--- src/sv/assert_macros.svh ---
// Assertion helper macros for the frame receiver.
// No dependencies; included by files that carry concurrent assertions.
`ifndef ASSERT_MACROS_SVH
`define ASSERT_MACROS_SVH

// Same-cycle implication, disabled during reset.
`define ASSERT_IMP(label, clk, rst, ante, cons) \
  label: assert property (@(posedge clk) disable iff (rst) (ante) |-> (cons)) \
    else $error("assertion failed");

// Next-cycle implication, disabled during reset.
`define ASSERT_NXT(label, clk, rst, ante, cons) \
  label: assert property (@(posedge clk) disable iff (rst) (ante) |=> (cons)) \
    else $error("assertion failed");

`endif

--- src/sv/ibrc_pkg.sv ---
// Shared types and constants for the RC frame receiver.
// No dependencies; used by every module of the block.
package ibrc_pkg;

  localparam logic       OP_BYTE     = 1'b0;
  localparam logic       OP_LINE_ERR = 1'b1;

  localparam logic [1:0] ST_GOOD     = 2'd0;
  localparam logic [1:0] ST_BAD      = 2'd1;
  localparam logic [1:0] ST_RANGE    = 2'd2;
  localparam logic [1:0] ST_LINE_ERR = 2'd3;

  localparam logic       CFG_MIN     = 1'b0;
  localparam logic       CFG_MAX     = 1'b1;

  localparam logic [7:0]  HDR_FIRST  = 8'h20;
  localparam logic [7:0]  HDR_SECOND = 8'h40;
  localparam logic [4:0]  POS_FIRST  = 5'd0;
  localparam logic [4:0]  POS_SECOND = 5'd1;
  localparam logic [4:0]  SUM_END    = 5'd30;
  localparam logic [4:0]  FRAME_LAST = 5'd31;
  localparam logic [15:0] CSUM_INIT  = 16'hFFFF;
  localparam logic [15:0] MIN_RESET  = 16'd800;
  localparam logic [15:0] MAX_RESET  = 16'd2200;

  typedef struct packed {
    logic       operation;
    logic [7:0] byte_value;
  } in_item_t;

  typedef struct packed {
    logic [1:0]  status;
    logic [3:0]  channel_index;
    logic [15:0] channel_value;
    logic [31:0] frames_good;
    logic [31:0] errors_seen;
    logic        last;
  } out_item_t;

  // One queued event: a frame verdict or a line error, with counter snapshots.
  typedef struct packed {
    logic [1:0]  status;
    logic        bank;
    logic [31:0] frames_good;
    logic [31:0] errors_seen;
  } job_t;

  typedef struct packed {
    logic       bank;
    logic [3:0] idx;
  } rd_req_t;

  typedef struct packed {
    logic valid;
    logic bank;
  } done_t;

endpackage

--- src/sv/ibrc_queue.sv ---
// Two-entry job queue between the front and back parts.
// Depends on ibrc_pkg (job_t).
module ibrc_queue (
  input  logic          clk,
  input  logic          rst,
  input  logic          push,
  input  ibrc_pkg::job_t push_data,
  output logic          full,
  input  logic          pop,
  output logic          valid,
  output ibrc_pkg::job_t pop_data
);

  ibrc_pkg::job_t mem [2];
  logic       wptr;
  logic       rptr;
  logic [1:0] count;

  assign full     = (count == 2'd2);
  assign valid    = (count != 2'd0);
  assign pop_data = mem[rptr];

  always_ff @(posedge clk) begin
    if (push) begin
      mem[wptr] <= push_data;
    end
  end

  always_ff @(posedge clk) begin
    if (rst) begin
      wptr  <= 1'b0;
      rptr  <= 1'b0;
      count <= 2'd0;
    end else begin
      if (push) begin
        wptr <= ~wptr;
      end
      if (pop) begin
        rptr <= ~rptr;
      end
      count <= count + {1'b0, push} - {1'b0, pop};
    end
  end

endmodule

--- src/sv/ibrc_front.sv ---
// Front part: byte intake, header hunt, running checksum and range check,
// channel word banks and counters. Depends on ibrc_pkg.
module ibrc_front #(
  parameter int CHANNELS = 10
) (
  input  logic              clk,
  input  logic              rst,
  input  logic              accept,
  input  ibrc_pkg::in_item_t item,
  output logic              can_take,
  input  logic              cfg_we,
  input  logic              cfg_index,
  input  logic [15:0]       cfg_data,
  input  logic              q_full,
  output logic              push,
  output ibrc_pkg::job_t    job,
  input  ibrc_pkg::rd_req_t rd,
  output logic [15:0]       rd_word,
  input  ibrc_pkg::done_t   done
);

  localparam int IDX_W = (CHANNELS > 1) ? $clog2(CHANNELS) : 1;

  logic [15:0] channel_min;
  logic [15:0] channel_max;
  logic [4:0]  sync;
  logic [4:0]  sync_next;
  logic [15:0] sum;
  logic [15:0] sum_next;
  logic [7:0]  lo;
  logic [7:0]  lo_next;
  logic        range_bad;
  logic        range_bad_next;
  logic [31:0] frames;
  logic [31:0] frames_next;
  logic [31:0] errors;
  logic [31:0] errors_next;
  logic        wr_bank;
  logic        wr_bank_next;
  logic [1:0]  bank_busy;
  logic        wr_en;
  logic [3:0]  wr_idx;
  logic [15:0] word;
  logic [7:0]  b;

  logic [15:0] bank [2][CHANNELS];

  assign b        = item.byte_value;
  assign word     = {b, lo};
  assign wr_idx   = sync[4:1] - 4'd1;
  assign can_take = !q_full && !bank_busy[wr_bank];
  assign rd_word  = bank[rd.bank][rd.idx[IDX_W-1:0]];

  always_comb begin
    sync_next      = sync;
    sum_next       = sum;
    lo_next        = lo;
    range_bad_next = range_bad;
    frames_next    = frames;
    errors_next    = errors;
    wr_bank_next   = wr_bank;
    wr_en          = 1'b0;
    push           = 1'b0;
    job            = '0;
    if (accept) begin
      if (item.operation == ibrc_pkg::OP_LINE_ERR) begin
        sync_next   = ibrc_pkg::POS_FIRST;
        errors_next = errors + 32'd1;
        push        = 1'b1;
        job         = '{status: ibrc_pkg::ST_LINE_ERR, bank: 1'b0,
                        frames_good: frames, errors_seen: errors_next};
      end else if (sync == ibrc_pkg::POS_FIRST) begin
        if (b == ibrc_pkg::HDR_FIRST) begin
          sync_next      = ibrc_pkg::POS_SECOND;
          sum_next       = ibrc_pkg::CSUM_INIT - {8'h00, b};
          range_bad_next = 1'b0;
        end
      end else if (sync == ibrc_pkg::POS_SECOND) begin
        if (b == ibrc_pkg::HDR_SECOND) begin
          sync_next = sync + 5'd1;
          sum_next  = sum - {8'h00, b};
        end else if (b == ibrc_pkg::HDR_FIRST) begin
          // repeated first header: restart the frame here
          sync_next      = ibrc_pkg::POS_SECOND;
          sum_next       = ibrc_pkg::CSUM_INIT - {8'h00, b};
          range_bad_next = 1'b0;
        end else begin
          sync_next = ibrc_pkg::POS_FIRST;
        end
      end else begin
        if (sync < ibrc_pkg::SUM_END) begin
          sum_next = sum - {8'h00, b};
        end
        if (!sync[0]) begin
          lo_next = b;
        end else if (sync[4:1] <= 4'(CHANNELS)) begin
          // high byte of a channel word
          wr_en = 1'b1;
          if (word < channel_min || word > channel_max) begin
            range_bad_next = 1'b1;
          end
        end
        if (sync == ibrc_pkg::FRAME_LAST) begin
          sync_next = ibrc_pkg::POS_FIRST;
          push      = 1'b1;
          if (word != sum || range_bad) begin
            errors_next = errors + 32'd1;
            job = '{status: (word != sum) ? ibrc_pkg::ST_BAD : ibrc_pkg::ST_RANGE,
                    bank: wr_bank, frames_good: frames, errors_seen: errors_next};
          end else begin
            frames_next  = frames + 32'd1;
            wr_bank_next = ~wr_bank;
            job = '{status: ibrc_pkg::ST_GOOD, bank: wr_bank,
                    frames_good: frames_next, errors_seen: errors};
          end
        end else begin
          sync_next = sync + 5'd1;
        end
      end
    end
  end

  always_ff @(posedge clk) begin
    if (wr_en) begin
      bank[wr_bank][wr_idx[IDX_W-1:0]] <= word;
    end
    sum       <= sum_next;
    lo        <= lo_next;
    range_bad <= range_bad_next;
  end

  always_ff @(posedge clk) begin
    if (rst) begin
      channel_min <= ibrc_pkg::MIN_RESET;
      channel_max <= ibrc_pkg::MAX_RESET;
      sync        <= ibrc_pkg::POS_FIRST;
      frames      <= '0;
      errors      <= '0;
      wr_bank     <= 1'b0;
      bank_busy   <= '0;
    end else begin
      if (cfg_we) begin
        unique case (cfg_index)
          ibrc_pkg::CFG_MIN: channel_min <= cfg_data;
          ibrc_pkg::CFG_MAX: channel_max <= cfg_data;
          default: ;
        endcase
      end
      sync    <= sync_next;
      frames  <= frames_next;
      errors  <= errors_next;
      wr_bank <= wr_bank_next;
      // a bank being released is never the one being filled
      if (done.valid) begin
        bank_busy[done.bank] <= 1'b0;
      end
      if (push && job.status == ibrc_pkg::ST_GOOD) begin
        bank_busy[job.bank] <= 1'b1;
      end
    end
  end

endmodule

--- src/sv/ibrc_back.sv ---
// Back part: pops jobs and emits result items through an output register.
// Depends on ibrc_pkg.
module ibrc_back #(
  parameter int CHANNELS = 10
) (
  input  logic               clk,
  input  logic               rst,
  input  logic               q_valid,
  input  ibrc_pkg::job_t     q_data,
  output logic               pop,
  output ibrc_pkg::rd_req_t  rd,
  input  logic [15:0]        rd_word,
  output ibrc_pkg::done_t    done,
  output logic               res_valid,
  input  logic               res_ready,
  output ibrc_pkg::out_item_t res
);

  ibrc_pkg::job_t      cur;
  logic                cur_valid;
  logic [3:0]          idx;
  logic                advance;
  logic                cur_good;
  logic                cur_last;
  ibrc_pkg::out_item_t res_next;

  assign cur_good   = (cur.status == ibrc_pkg::ST_GOOD);
  assign cur_last   = !cur_good || (idx == 4'(CHANNELS - 1));
  assign advance    = cur_valid && (!res_valid || res_ready);
  assign pop        = q_valid && (!cur_valid || (advance && cur_last));
  assign rd         = '{bank: cur.bank, idx: idx};
  assign done.valid = advance && cur_last && cur_good;
  assign done.bank  = cur.bank;

  always_comb begin
    res_next.status        = cur.status;
    res_next.channel_index = cur_good ? idx : 4'd0;
    res_next.channel_value = cur_good ? rd_word : 16'd0;
    res_next.frames_good   = cur.frames_good;
    res_next.errors_seen   = cur.errors_seen;
    res_next.last          = cur_last;
  end

  always_ff @(posedge clk) begin
    if (advance) begin
      res <= res_next;
    end
    if (pop) begin
      cur <= q_data;
    end
  end

  always_ff @(posedge clk) begin
    if (rst) begin
      res_valid <= 1'b0;
      cur_valid <= 1'b0;
      idx       <= 4'd0;
    end else begin
      if (advance) begin
        res_valid <= 1'b1;
        idx       <= cur_last ? 4'd0 : idx + 4'd1;
      end else if (res_ready) begin
        res_valid <= 1'b0;
      end
      if (pop) begin
        cur_valid <= 1'b1;
      end else if (advance && cur_last) begin
        cur_valid <= 1'b0;
      end
    end
  end

endmodule

--- src/sv/ibus_rc_frame_receiver_top.sv ---
// Channel   | handshake                  | payload
// byte      | byte_valid / byte_ready    | byte_item   (ibrc_pkg::in_item_t)
// result    | result_valid / result_ready| result_item (ibrc_pkg::out_item_t)
// cfg       | cfg_we                     | cfg_index, cfg_data
//
// Bytes transfer at one per cycle; the front stalls only on a full job queue or
// when the channel bank it would fill is still being read out.
// A good frame yields CHANNELS results, one per cycle from the back part while
// result_ready is not stalling it; a bad frame or line error yields one.
// Jobs start back to back. Reset is synchronous; no clearing pass.
// Depends on ibrc_pkg, ibrc_front, ibrc_queue, ibrc_back, assert_macros.svh.
`include "assert_macros.svh"

module ibus_rc_frame_receiver_top #(
  parameter int CHANNELS = 10
) (
  input  logic                clk,
  input  logic                rst,
  input  logic                byte_valid,
  output logic                byte_ready,
  input  ibrc_pkg::in_item_t  byte_item,
  output logic                result_valid,
  input  logic                result_ready,
  output ibrc_pkg::out_item_t result_item,
  input  logic                cfg_we,
  input  logic                cfg_index,
  input  logic [15:0]         cfg_data
);

  logic              accept;
  logic              q_full;
  logic              q_valid;
  logic              push;
  logic              pop;
  ibrc_pkg::job_t    job;
  ibrc_pkg::job_t    q_data;
  ibrc_pkg::rd_req_t rd;
  logic [15:0]       rd_word;
  ibrc_pkg::done_t   done;

  assign accept = byte_valid && byte_ready;

  ibrc_front #(.CHANNELS(CHANNELS)) u_front (
    .clk       (clk),
    .rst       (rst),
    .accept    (accept),
    .item      (byte_item),
    .can_take  (byte_ready),
    .cfg_we    (cfg_we),
    .cfg_index (cfg_index),
    .cfg_data  (cfg_data),
    .q_full    (q_full),
    .push      (push),
    .job       (job),
    .rd        (rd),
    .rd_word   (rd_word),
    .done      (done)
  );

  ibrc_queue u_queue (
    .clk       (clk),
    .rst       (rst),
    .push      (push),
    .push_data (job),
    .full      (q_full),
    .pop       (pop),
    .valid     (q_valid),
    .pop_data  (q_data)
  );

  ibrc_back #(.CHANNELS(CHANNELS)) u_back (
    .clk       (clk),
    .rst       (rst),
    .q_valid   (q_valid),
    .q_data    (q_data),
    .pop       (pop),
    .rd        (rd),
    .rd_word   (rd_word),
    .done      (done),
    .res_valid (result_valid),
    .res_ready (result_ready),
    .res       (result_item)
  );

  `ASSERT_IMP(a_no_push_full, clk, rst, push, !q_full || pop)
  `ASSERT_IMP(a_error_single, clk, rst,
    result_valid && result_item.status != ibrc_pkg::ST_GOOD,
    result_item.last && result_item.channel_index == 4'd0 &&
    result_item.channel_value == 16'd0)
  `ASSERT_IMP(a_good_last_idx, clk, rst,
    result_valid && result_item.status == ibrc_pkg::ST_GOOD && result_item.last,
    result_item.channel_index == 4'(CHANNELS - 1))
  `ASSERT_NXT(a_line_err_queued, clk, rst,
    accept && byte_item.operation == ibrc_pkg::OP_LINE_ERR, q_valid || u_back.cur_valid)

endmodule
--- config.mk ---
export PLATFORM = sky130hd
export DESIGN_NAME = ibus_rc_frame_receiver_top
export DESIGN_NICKNAME = d
export VERILOG_FILES = /design/src/sv/ibrc_pkg.sv /design/src/sv/ibrc_queue.sv /design/src/sv/ibrc_front.sv /design/src/sv/ibrc_back.sv /design/src/sv/ibus_rc_frame_receiver_top.sv
export VERILOG_INCLUDE_DIRS = /design/src /design/src/sv
export SDC_FILE = /design/constraint.sdc
export NUM_CORES = 1
export LEC_CHECK = 0
export ABC_CLOCK_PERIOD_IN_PS = 8100
export BUFFER_PORTS_ARGS = -buffer_cell sky130_fd_sc_hd__buf_2
export CAP_MARGIN = 30
export CORE_MARGIN = 2
export CORE_UTILIZATION = 31
export DETAILED_ROUTE_END_ITERATION = 10
export GPL_ROUTABILITY_DRIVEN = 1
export PLACE_DENSITY = 0.55
export SLEW_MARGIN = 20
export SYNTH_ARGS = -nofsm -noshare
export SYNTH_HDL_FRONTEND = slang
export SYNTH_SLANG_ARGS = --single-unit
export TNS_END_PERCENT = 5
--- constraint.sdc ---
create_clock -name clk -period 8.1 [get_ports clk]
set_input_delay 0 -clock clk [delete_from_list [all_inputs] [get_ports clk]]
set_output_delay 0 -clock clk [all_outputs]
set_load 0.01 [all_outputs]
==> flow_summary_export.csv <==
group,metric,value,unit
run_status,status,"finished clean",
layout,area_growth,17.4,%
cts,cts_sinks,747,
critical_path,rrSetupSlack,4.38,ns
cts,clock_latency,0.63,ns
die,rows,115,
layout,diodes,0,
synthesis,synthFlopType,"edfxtp_1",
global_routing,grt.total_usage,14.1,%
pwr,power_density,274,mW/mm2
layout,nFillCells,9253,
pwr,clkPwrFrac,37.8,%
critical_path,cp_max_fo,33,
pwr,p_int,7.40,mW
cts,cts_tree,"done",
synthesis,syn_avg_cell_area,15.2,um2
synthesis,syn_area,0.0306,mm2
critical_path,critPathLaunchType,"register",
sta,hold_viol,0,
synthesis,netlist.area_leader.share,62.1,%
sta,finalSetupViolCount,0,
sta,fmax,0.269,GHz
sta,skew,0.0181,ns
sta,rsz0062_at_grt,"false",
routing,wirelength,72.0,mm
pwr,ir_drop,179,uV
synthesis,synthTopCellsByArea,"edfxtp_1 (62%), dfxtp_1 (7.5%), mux4_2 (7.1%)",
placed_design,dp_hpwl,43.0,mm
critical_path,cp_data_arrival_time,4.13,ns
placed_design,place_inst,3376,
synthesis,synthCells,2018,
layout,final_cells,3565,
routing,vias,17600,
sta,worstMarginPinSlew,0.922,ns
global_routing,first_global_vias,18100,
die,dieArea,0.101,mm2
die,initial_core_util,31.2,%
cts,cts_buffer_depth,3,
pwr,combinationalPowerShare,13.9,%
synthesis,syn_nets,2099,
routing,first_pass_iters,5,
placed_design,pre_cts_ws,4.40,ns
pwr,p_leak,12.1,nW
synthesis,seq_area_frac_synth,69.6,%
sta,fin_tns_setup,0,ns
layout,fin_area,0.0359,mm2
routing,drtIter0Drc,1300,
global_routing,grt_overflow,0,
critical_path,cp.required,8.51,ns
cts,clock-root-buffer,"clkbuf_16",
routing,drcViolationCount,0,
cts,cts_made_buffers,82,
die,core-area,0.0981,mm2
min_path,min_from,"cfg_we",
synthesis,synth_cell_types,75,
global_routing,grt_antenna_before_repair,2,
global_routing,grt_pass1_wl,109,mm
cts,path_clk_slew,0.05,ns
routing,via_per_inst,4.93,
sta,min_period_over_period,45.9,%
critical_path,worstReg2RegStart,"u_front.sync[0]",
die,ios,120,
die,die_width,318,um
min_path,hold_class,"input port to register",
placed_design,portBuffers,119,
layout,drive_above_1_share,21.8,%
run,max_cap_viol_count,0,
placed_design,gp_congestion,0.824,
pwr,swShare,24.9,%
synthesis,async_reset_ff_share,0,%
synthesis,ys_ff_latch,747,
placed_design,placed_area,0.0328,mm2
pwr,power.switching,2.45,mW
die,die_y,318,um
cts,postCtsSetupBuffers,0,
pwr,seqPwrFrac,48.3,%
layout,post-route-util,36.6,%
synthesis,synth_edf_count,633,
sta,slew_violations,0,
sta,relSlewSlack,38.4,%
layout,num-nets-final,2291,
critical_path,rr_endpoint,"u_queue.mem[1][19]",
critical_path,worstSetupEndpointType,"register",
min_path,hold_depth,4,
synthesis,yosysTopAreaCell,"edfxtp_1",
sta,setup_ws,4.38,ns
global_routing,grt_max_degree,69,
sta,min_period,3.72,ns
routing,wl_per_cell,20.2,um
min_path,hold_end,"u_front.channel_min[11]",
critical_path,crit_type,"register to register",
critical_path,r2r_cells,9,
synthesis,yosysWarnings,0,
cts,htreeDepth,3,
routing,ant_nets,0,
metal layers:
| metal | part of all wire, % | wire length (um) | vias up | track usage (%) |
|---|---|---|---|---|
| li1 | - | - | 8093 | - |
| met1 | 43 | 31300 | 8937 | 18.3 |
| met2 | 49 | 35300 | 428 | 23.9 |
| met3 | 5.1 | 3660 | 118 | 2.44 |
| met4 | 2.3 | 1690 | 2 | 4.52 |
| met5 | 0.018 | 13 | - | 0 |
flip-flops by register name, indices dropped and copies added, names as in the netlist:
signal	count
u_back.idx	4
u_front.channel_max	16
u_front.sync	5
u_back.res	87
u_queue.count	2
u_front.errors	32
u_queue.wptr	1
u_queue.mem	134
u_front.lo	8
u_front.range_bad	1
u_back.cur_valid	1
u_front.wr_bank	1
u_back.cur	66
u_front.bank	320
u_front.channel_min	16
u_front.bank_busy	2
u_back.done	1
u_back.res_valid	1
u_front.sum	16
u_front.frames	32
u_queue.rptr	1
per-stage QoR:
step                total power [mW]  hold WS (ns)
finish                          9.85        0.0699
global route                    10.3         0.126
CTS                             9.98        0.0484
detailed placement              6.22         0.228
global placement                6.20         0.226
floorplan                       5.74        0.0989
repair_timing:
item,in CTS,in global routing
resized for setup,0,0
hold buffers,35,0
endpoints found under the setup margin,0,0
endpoints found under the hold margin,255,0
area by class of cell:
type,count,area [um2],share of cell area (%)
inverters,120,450,1.25
repair buffers,201,1340,3.73
well taps,1287,1610,4.48
multi-input cells,1058,8530,23.7
clock buffers,107,2260,6.28
flip-flops and latches,747,21300,59.3
clock inverters,45,450,1.25
how the worst max path moves through the flow:
stage                          to              from  depth (start not counted)
2_1_floorplan    u_queue.count[1]  u_back.res_valid                         11
3_3_place_gp   u_queue.mem[1][21]   u_front.sync[0]                          8
3_5_place_dp   u_queue.mem[1][20]   u_front.sync[0]                          8
4_1_cts        u_queue.mem[0][19]   u_front.sync[0]                          9
5_1_grt        u_queue.mem[1][19]   u_front.sync[0]                          9
6_report       u_queue.mem[1][19]   u_front.sync[0]                          9
cell usage after synthesis, types with 3 or more instances:
cell type / number
edfxtp_1: 633
nand2_1: 121
a21oi_1: 118
inv_1: 118
dfxtp_1: 114
nor2_1: 102
mux4_2: 96
o21ai_0: 94
mux2_2: 77
clkbuf_1: 53
ha_1: 49
nand3_1: 36
or3_1: 34
xnor2_1: 32
nor3_1: 31
buf_2: 30
xor2_1: 28
nand4_1: 23
nor4_1: 16
o22ai_1: 16
a21o_1: 15
nand3b_1: 15
a211oi_1: 11
mux2i_1: 11
or4_1: 10
and2_1: 9
o31ai_1: 9
a31oi_1: 8
and4_1: 8
nor2b_1: 8
and3_1: 7
buf_1: 7
nand2b_1: 6
o21a_1: 6
a211o_1: 4
o21ai_1: 4
or2_2: 4
o211ai_1: 3
o31a_1: 3
power groups by stage:
stage	clock, mW	sequential (mW)	combinational (mW)
final	3.72	4.76	1.37
after global routing	3.97	4.79	1.51
after CTS	3.82	4.77	1.39
after detailed placement	0	4.85	1.37
after global placement	0	4.84	1.36
after floorplan	0	4.83	0.903
cell families (layout without fill, tap and decap cells):
kind of cell / count (synthesis) / count (layout) / share of synthesized area (%)
simple gates: 448 / 448 / 7.48
fa+ha+maj: 50 / 50 / 2.07
xor+xnor: 60 / 60 / 1.72
flops: 747 / 747 / 69.6
buf+inv: 213 / 473 / 2.76
mux: 184 / 184 / 10.3
compound gates: 316 / 316 / 6.15
critical path, cell delays in order (launching register included):
cell and delay (ns):
dfxtp_1 0.50, ha_1 0.26, and3_1 0.19, ha_1 0.22, o41ai_4 0.16, or3_1 0.71
nor2_4 0.57, buf_4 0.47, a21oi_1 0.08, o21ai_0 0.32
cells in the final DEF, fill, tap and decap left out, types with 77 or more instances in the layout:
cell type,count
nand2_1,121
clkbuf_16,84
buf_2,118
nor2_1,101
inv_1,118
a21oi_1,117
edfxtp_1,633
dfxtp_1,111
mux2_2,77
o21ai_0,94
mux4_2,96
Note: power is estimated with default switching activity, not from simulation.
